**config.mk**
```make
export PLATFORM = sky130hd
export DESIGN_NAME = lighting_performance_metrics
export DESIGN_NICKNAME = d
export VERILOG_FILES = /design/src/rtl/core/lpm_pkg.sv /design/src/rtl/core/lighting_performance_metrics.sv /design/src/rtl/core/lpm_ctrl.sv /design/src/rtl/core/lpm_dp.sv
export SDC_FILE = /design/constraint.sdc
export NUM_CORES = 2
export LEC_CHECK = 0
export ABC_AREA = 0
export BUFFER_PORTS_ARGS = -buffer_cell sky130_fd_sc_hd__buf_2
export CORE_ASPECT_RATIO = 0.6
export CORE_MARGIN = 8
export CORE_UTILIZATION = 59
export CTS_BUF_LIST = sky130_fd_sc_hd__clkbuf_8 sky130_fd_sc_hd__clkbuf_16
export DETAILED_ROUTE_END_ITERATION = 16
export GPL_TIMING_DRIVEN = 1
export PLACE_DENSITY = 0.89
export SYNTH_ARGS = -nofsm -noshare
export SYNTH_HDL_FRONTEND = slang
export SYNTH_HIERARCHICAL = 1
export SYNTH_SLANG_ARGS = --single-unit
```
**constraint.sdc**
```tcl
create_clock -name clk -period 7.5 [get_ports clk]
set_input_delay 1.5 -clock clk [delete_from_list [all_inputs] [get_ports clk]]
set_output_delay 1.5 -clock clk [all_outputs]
set_load 0.05 [all_outputs]
```
**src/rtl/core/lpm_pkg.sv**
```systemverilog
package lpm_pkg;

    localparam int TIME_W   = 32;
    localparam int LUX_W    = 16;
    localparam int DUTY_W   = 13;
    localparam int POWER_W  = 16;
    localparam int ENERGY_W = 64;
    localparam int VIS_W    = 24;
    localparam int FLK_W    = 22;
    localparam int FRAC_W   = 8;

    // Product widths of the two chained multiplies.
    localparam int PD_W   = POWER_W + DUTY_W;
    localparam int PROD_W = PD_W + TIME_W;

    // Configuration port.
    localparam int APB_DATA_W = 32;
    localparam int APB_ADDR_W = 3;
    localparam int REG_IDX_W  = APB_ADDR_W - 2;
    localparam logic [REG_IDX_W-1:0] REG_MAX_POWER = 1'b0;
    localparam logic [POWER_W-1:0]   MAX_POWER_RESET = 16'd1000;

    typedef struct packed {
        logic [TIME_W-1:0] sample_time;
        logic [LUX_W-1:0]  target_lux;
        logic [LUX_W-1:0]  measured_lux;
        logic [DUTY_W-1:0] duty;
    } sample_word_t;

    typedef struct packed {
        logic [ENERGY_W-1:0] energy;
        logic [VIS_W-1:0]    visibility;
        logic [FLK_W-1:0]    flicker;
    } metrics_word_t;

    typedef struct packed {
        logic load;
        logic mul_power;
        logic mul_time;
        logic commit;
    } lpm_cmd_t;

endpackage

```
**src/rtl/core/lighting_performance_metrics.sv**
```systemverilog
// Luminaire performance metrics. Each sample word (timestamp in ms, target and
// measured illuminance in 1/16 lux, LED duty) updates three running metrics and
// yields exactly one metrics word. Energy adds max_power times the duty of the
// previous sample times the elapsed time (timestamps wrap modulo 2^32) and
// sticks at all ones; divide it by the full-scale duty of 4096 to get mW*ms.
// Visibility is a halving average of the illuminance shortfall and flicker a
// halving average of the summed step sizes whenever the duty reverses
// direction; both carry 8 fraction bits and truncate. Duty is used as given,
// all 13 bits, with no clamping. From acceptance to the metrics word a sample
// goes through these steps in order: capture, the power-times-duty multiply,
// the multiply by elapsed time, and the fold of the product into the
// saturating energy sum with the update of the averages. The block then takes
// the next sample at once, but none while one is still in work; a metrics word
// left waiting holds the following sample in its last step until the word is
// taken. The only register, max_power, sits at byte address 0 of the APB port,
// resets to 1000 mW, and must be written only while the block is idle; writes
// to the word at byte address 4 are ignored and it reads as zero.
module lighting_performance_metrics (
    input  logic                              clk,
    input  logic                              rst_n,

    input  logic                              sample_valid,
    output logic                              sample_ready,
    input  lpm_pkg::sample_word_t             sample,

    output logic                              metrics_valid,
    input  logic                              metrics_ready,
    output lpm_pkg::metrics_word_t            metrics,

    input  logic                              psel,
    input  logic                              penable,
    input  logic                              pwrite,
    input  logic [lpm_pkg::APB_ADDR_W-1:0]    paddr,
    input  logic [lpm_pkg::APB_DATA_W-1:0]    pwdata,
    output logic [lpm_pkg::APB_DATA_W-1:0]    prdata,
    output logic                              pready
);
    import lpm_pkg::*;

    lpm_cmd_t           cmd;
    logic               cfg_hit;
    logic               cfg_we;
    logic [POWER_W-1:0] max_power;

    // The register index is the word address; the low two bits are the byte offset and are ignored.
    assign cfg_hit = (paddr[APB_ADDR_W-1:2] == REG_MAX_POWER);
    assign cfg_we  = psel && penable && pwrite && cfg_hit;
    assign pready  = 1'b1;
    assign prdata  = cfg_hit ? {{(APB_DATA_W - POWER_W){1'b0}}, max_power} : '0;

    lpm_ctrl u_ctrl (
        .clk           (clk),
        .rst_n         (rst_n),
        .sample_valid  (sample_valid),
        .sample_ready  (sample_ready),
        .metrics_valid (metrics_valid),
        .metrics_ready (metrics_ready),
        .cmd           (cmd)
    );

    lpm_dp u_dp (
        .clk       (clk),
        .rst_n     (rst_n),
        .cmd       (cmd),
        .sample    (sample),
        .cfg_we    (cfg_we),
        .cfg_wdata (pwdata[POWER_W-1:0]),
        .max_power (max_power),
        .metrics   (metrics)
    );

endmodule

```
**src/rtl/core/lpm_ctrl.sv**
```systemverilog
module lpm_ctrl (
    input  logic            clk,
    input  logic            rst_n,
    input  logic            sample_valid,
    output logic            sample_ready,
    output logic            metrics_valid,
    input  logic            metrics_ready,
    output lpm_pkg::lpm_cmd_t cmd
);
    import lpm_pkg::*;

    typedef enum logic [1:0] {
        S_IDLE,
        S_MUL_POWER,
        S_MUL_TIME,
        S_COMMIT
    } state_t;

    state_t state_reg;
    state_t state_next;
    logic   out_valid_reg;
    logic   out_valid_next;

    always_comb
    begin
        cmd.load      = (state_reg == S_IDLE) && sample_valid;
        cmd.mul_power = (state_reg == S_MUL_POWER);
        cmd.mul_time  = (state_reg == S_MUL_TIME);
        // The metric state doubles as the output word, so it may only move
        // once the previous word has gone or is leaving at this edge.
        cmd.commit    = (state_reg == S_COMMIT) && (!out_valid_reg || metrics_ready);
    end

    always_comb
    begin
        state_next     = state_reg;
        out_valid_next = out_valid_reg && !metrics_ready;
        case (state_reg)
            S_IDLE:
            begin
                if (sample_valid)
                begin
                    state_next = S_MUL_POWER;
                end
            end
            S_MUL_POWER:
            begin
                state_next = S_MUL_TIME;
            end
            S_MUL_TIME:
            begin
                state_next = S_COMMIT;
            end
            S_COMMIT:
            begin
                if (cmd.commit)
                begin
                    state_next     = S_IDLE;
                    out_valid_next = 1'b1;
                end
            end
            default:
            begin
                state_next = S_IDLE;
            end
        endcase
    end

    always_ff @(posedge clk or negedge rst_n)
    begin
        if (!rst_n)
        begin
            state_reg     <= S_IDLE;
            out_valid_reg <= 1'b0;
        end
        else
        begin
            state_reg     <= state_next;
            out_valid_reg <= out_valid_next;
        end
    end

    assign sample_ready  = (state_reg == S_IDLE);
    assign metrics_valid = out_valid_reg;

endmodule

```
**src/rtl/core/lpm_dp.sv**
```systemverilog
module lpm_dp (
    input  logic                          clk,
    input  logic                          rst_n,
    input  lpm_pkg::lpm_cmd_t             cmd,
    input  lpm_pkg::sample_word_t         sample,
    input  logic                          cfg_we,
    input  logic [lpm_pkg::POWER_W-1:0]   cfg_wdata,
    output logic [lpm_pkg::POWER_W-1:0]   max_power,
    output lpm_pkg::metrics_word_t        metrics
);
    import lpm_pkg::*;

    // Architectural state.
    logic [POWER_W-1:0]  max_power_reg;
    logic [TIME_W-1:0]   last_time_reg;
    logic [DUTY_W-1:0]   duty_old_reg;
    logic [DUTY_W-1:0]   duty_new_reg;
    logic [ENERGY_W-1:0] energy_reg;
    logic [VIS_W-1:0]    vis_reg;
    logic [FLK_W-1:0]    flk_reg;

    // Working registers of one sample.
    sample_word_t        sample_reg;
    logic [PD_W-1:0]     pd_reg;
    logic [TIME_W-1:0]   dt_reg;
    logic [PROD_W-1:0]   prod_reg;

    logic [ENERGY_W:0]   energy_sum;
    logic [ENERGY_W-1:0] energy_next;
    logic [LUX_W-1:0]    shortfall;
    logic [VIS_W:0]      vis_sum;
    logic [VIS_W-1:0]    vis_next;
    logic                step_a_up;
    logic                step_a_down;
    logic                step_b_up;
    logic                step_b_down;
    logic [DUTY_W-1:0]   mag_a;
    logic [DUTY_W-1:0]   mag_b;
    logic [DUTY_W:0]     mag_sum;
    logic [FLK_W-1:0]    flk_term;
    logic [FLK_W:0]      flk_sum;
    logic [FLK_W-1:0]    flk_next;

    always_ff @(posedge clk)
    begin
        if (cmd.load)
        begin
            sample_reg <= sample;
        end
        if (cmd.mul_power)
        begin
            pd_reg <= PD_W'(max_power_reg) * PD_W'(duty_new_reg);
            dt_reg <= sample_reg.sample_time - last_time_reg;
        end
        if (cmd.mul_time)
        begin
            prod_reg <= PROD_W'(pd_reg) * PROD_W'(dt_reg);
        end
    end

    always_comb
    begin
        energy_sum  = {1'b0, energy_reg} + {{(ENERGY_W + 1 - PROD_W){1'b0}}, prod_reg};
        energy_next = energy_sum[ENERGY_W] ? {ENERGY_W{1'b1}} : energy_sum[ENERGY_W-1:0];

        shortfall = (sample_reg.target_lux > sample_reg.measured_lux)
                  ? sample_reg.target_lux - sample_reg.measured_lux : '0;
        vis_sum   = {1'b0, vis_reg} + {1'b0, shortfall, {FRAC_W{1'b0}}};
        vis_next  = vis_sum[VIS_W:1];

        step_a_up   = sample_reg.duty > duty_new_reg;
        step_a_down = sample_reg.duty < duty_new_reg;
        step_b_up   = duty_new_reg > duty_old_reg;
        step_b_down = duty_new_reg < duty_old_reg;
        mag_a = step_a_up ? sample_reg.duty - duty_new_reg : duty_new_reg - sample_reg.duty;
        mag_b = step_b_up ? duty_new_reg - duty_old_reg : duty_old_reg - duty_new_reg;
        mag_sum = {1'b0, mag_a} + {1'b0, mag_b};
        // Only a reversal of direction counts as flicker.
        flk_term = ((step_a_up && step_b_down) || (step_a_down && step_b_up))
                 ? {mag_sum, {FRAC_W{1'b0}}} : '0;
        flk_sum  = {1'b0, flk_reg} + {1'b0, flk_term};
        flk_next = flk_sum[FLK_W:1];
    end

    always_ff @(posedge clk or negedge rst_n)
    begin
        if (!rst_n)
        begin
            max_power_reg <= MAX_POWER_RESET;
            last_time_reg <= '0;
            duty_old_reg  <= '0;
            duty_new_reg  <= '0;
            energy_reg    <= '0;
            vis_reg       <= '0;
            flk_reg       <= '0;
        end
        else
        begin
            if (cfg_we)
            begin
                max_power_reg <= cfg_wdata;
            end
            if (cmd.commit)
            begin
                last_time_reg <= sample_reg.sample_time;
                duty_old_reg  <= duty_new_reg;
                duty_new_reg  <= sample_reg.duty;
                energy_reg    <= energy_next;
                vis_reg       <= vis_next;
                flk_reg       <= flk_next;
            end
        end
    end

    assign max_power          = max_power_reg;
    assign metrics.energy     = energy_reg;
    assign metrics.visibility = vis_reg;
    assign metrics.flicker    = flk_reg;

endmodule

```
==> flow_metrics.tcl <==
set metrics [dict create \
    vias 48300 \
    r2r_start "u_dp/dt_reg[6]" \
    grt_pass1_wl_mm 282 \
    crit_path_max_fanout 6 \
    ys_seq_area_frac 0.179 \
    num-fill-cells 7165 \
    drtAntennaViolNets 0 \
    cts_root_buf "clkbuf_16" \
    setup_tns_ps -7810 \
    avgViaCountPerCell 5.99 \
    nets 8317 \
    worstSetupEndpoint "u_dp/prod_reg[59]" \
    area_growth_pct 12.0 \
    synthFlopType "edfxtp_1" \
    worst-path-stages 28 \
    final-max-slew-violation-count 0 \
    wl_per_cell_um 22.4 \
    antenna_found_initial 3 \
    path_common_cell "fa_1" \
    die_w_um 427 \
    dr.pass1.iters 8 \
    route.detailed.drc 0 \
    ys_warn_count 6 \
    startpoint "u_dp/dt_reg[6]" \
    cp.arrival_ps 8340 \
    synth-seq-cells 386 \
    syn_area_sq_mm 0.0597 \
    cts_made_buffers 40 \
    min_path_type "reg2reg" \
    violations "setup timing" \
    max-cap-violations 0 \
    synth-edff-count 199 \
    rows 90 \
    crit_path_start_kind "flop" \
    gp_congestion 0.995 \
    grt_usage 0.318 \
    status "finished with violations" \
    io_buffers 228 \
    grt_pass1_vias 51000 \
    cts_tree "built" \
    fmax_mhz 125 \
    routed_wl_mm 181 \
    dr.first_iter.drc_count 5533 \
    r2r_slack_ps -510 \
    end_kind "flop" \
    async_reset_ff_frac 0.484 \
    initial_core_util 0.595 \
    slew_headroom 0.178 \
    cp_slowest_cell "fa_2" \
    clock-sinks 386 \
    clock_skew_ps 53.0 \
    period_needed_ps 8010 \
    tightest_slew_ps 1230 \
    die_h_um 262 \
    largest_reg_flops 77 \
    setup_violations 27 \
    crit_path_max_incr_delay_ps 600 \
    dp_hpwl_mm 143 \
    report.final.hold_viol_count 0 \
    setup_ws_ps -508 \
    clockBufferDepth 3 \
    clock_latency_ps 610 \
    drive_gt1_frac 0.141 \
    r2r_cells 28 \
    crit_type "reg2reg" \
    timing.rr.end "u_dp/prod_reg[59]" \
    synth_area_per_cell_sq_um 9.37 \
    rsz0062_at_grt "true" \
    htreeDepth 2 \
    ios 264 \
    core_sq_mm 0.100 \
    die_area_sq_mm 0.112 \
    path_buf_inv 7 \
    required_ps 7840 \
    synth.distinct_cells 83 \
    clk_pin_slew_worst_paths_ps 80 \
    crit_family "adder cells" \
    grt_max_degree 174 \
    synthCells 6368 \
    fin_crit_sh 1.07 \
    overflow 0 \
]
## repair_timing
action / in CTS / in global routing
hold endpoints to repair: 0 / 0
setup buffers: 34 / 16
setup endpoints to repair: 30 / 32
pin swaps: 133 / 77
hold buffers: 0 / 0
gates resized for setup: 198 / 69
## synthesized netlist by cell type, types with 127 or more instances
cell	number	area (sq um)
inv_1	1141	4280
fa_1	969	19400
nand2_1	782	2940
and2_1	580	3630
ha_1	528	6610
clkbuf_1	290	1090
a21oi_1	214	1070
nor2_1	211	792
edfxtp_1	199	5980
o21ai_0	182	911
dfrtp_1	181	4530
xnor2_1	150	1310
a21o_1	127	953
## stage by stage
stage	hold WS, ps	instances	instance area, sq um	utilization	setup slack (ps)
final	493	8068	66800	0.666	-508
after global placement	474	7952	64200	0.640	-692
after global routing	522	8067	66800	0.666	-637
after detailed placement	483	7952	64200	0.640	-772
after CTS	498	8056	66500	0.663	-416
after floorplan	456	6383	59700	-	-9.71
## cell type report
class,count,area [sq um],share of cell area
Inverter,1141,4280,0.0641
Clock buffer,48,1130,0.0170
Tap cell,1334,1670,0.0250
Multi-Input combinational cell,4518,44100,0.660
Timing Repair Buffer,614,4750,0.0712
Antenna cell,1,2.50,0.0000374
Sequential cell,386,10700,0.160
Clock inverter,26,196,0.00294
## worst register-to-register path, delay by kind of cell (launching register included)
kind / cells / cell delay (ps)
AOI/OAI and AO/OA: 4 / 710
DFF: 1 / 540
xor gates and xnor gates: 1 / 110
buffers and inverters: 7 / 730
and+or+nand+nor: 7 / 1070
adders and majority gates: 9 / 4560
## placed cells by master, fill, tap and decap left out, types with 180 or more instances in the layout
master       n
a21oi_1    203
fa_1       932
edfxtp_1   199
nor2_1     208
dfrtp_1    180
ha_1       509
buf_4      294
buf_2      227
nand2_1    777
and2_1     566
inv_1     1116
## metal layers
layer | wire length (um) | global-route usage
met1 | 69900 | 0.430
met4 | 6930 | 0.101
met5 | 30 | 0
met3 | 25800 | 0.116
met2 | 78100 | 0.476
## logic make-up after synthesis
family / Yosys count / share of synthesized area
AO/OA/AOI/OAI: 841 / 0.0903
other: 2 / 0.000126
XOR/XNOR: 225 / 0.0330
AND/OR/NAND/NOR: 1864 / 0.153
adder cells (fa/ha/maj): 1497 / 0.436
multiplexers: 74 / 0.0137
buffers and inverters: 1479 / 0.0955
flip-flops: 386 / 0.179
## how the worst min path moves through the flow
stage | start | endpoint | cells after the start
after floorplan | u_dp/sample_reg[75] | u_dp/last_time_reg[30] | 2
after CTS | u_dp/sample_reg[74] | u_dp/last_time_reg[29] | 2
final | u_dp/sample_reg[74] | u_dp/last_time_reg[29] | 2
after global routing | u_dp/sample_reg[72] | u_dp/last_time_reg[27] | 2
after global placement | u_dp/sample_reg[12] | u_dp/duty_new_reg[12] | 2
after detailed placement | u_dp/sample_reg[74] | u_dp/last_time_reg[29] | 2
Power is not shown: default switching activity piles up to over one toggle a cycle in this logic, so the estimate is an artifact.
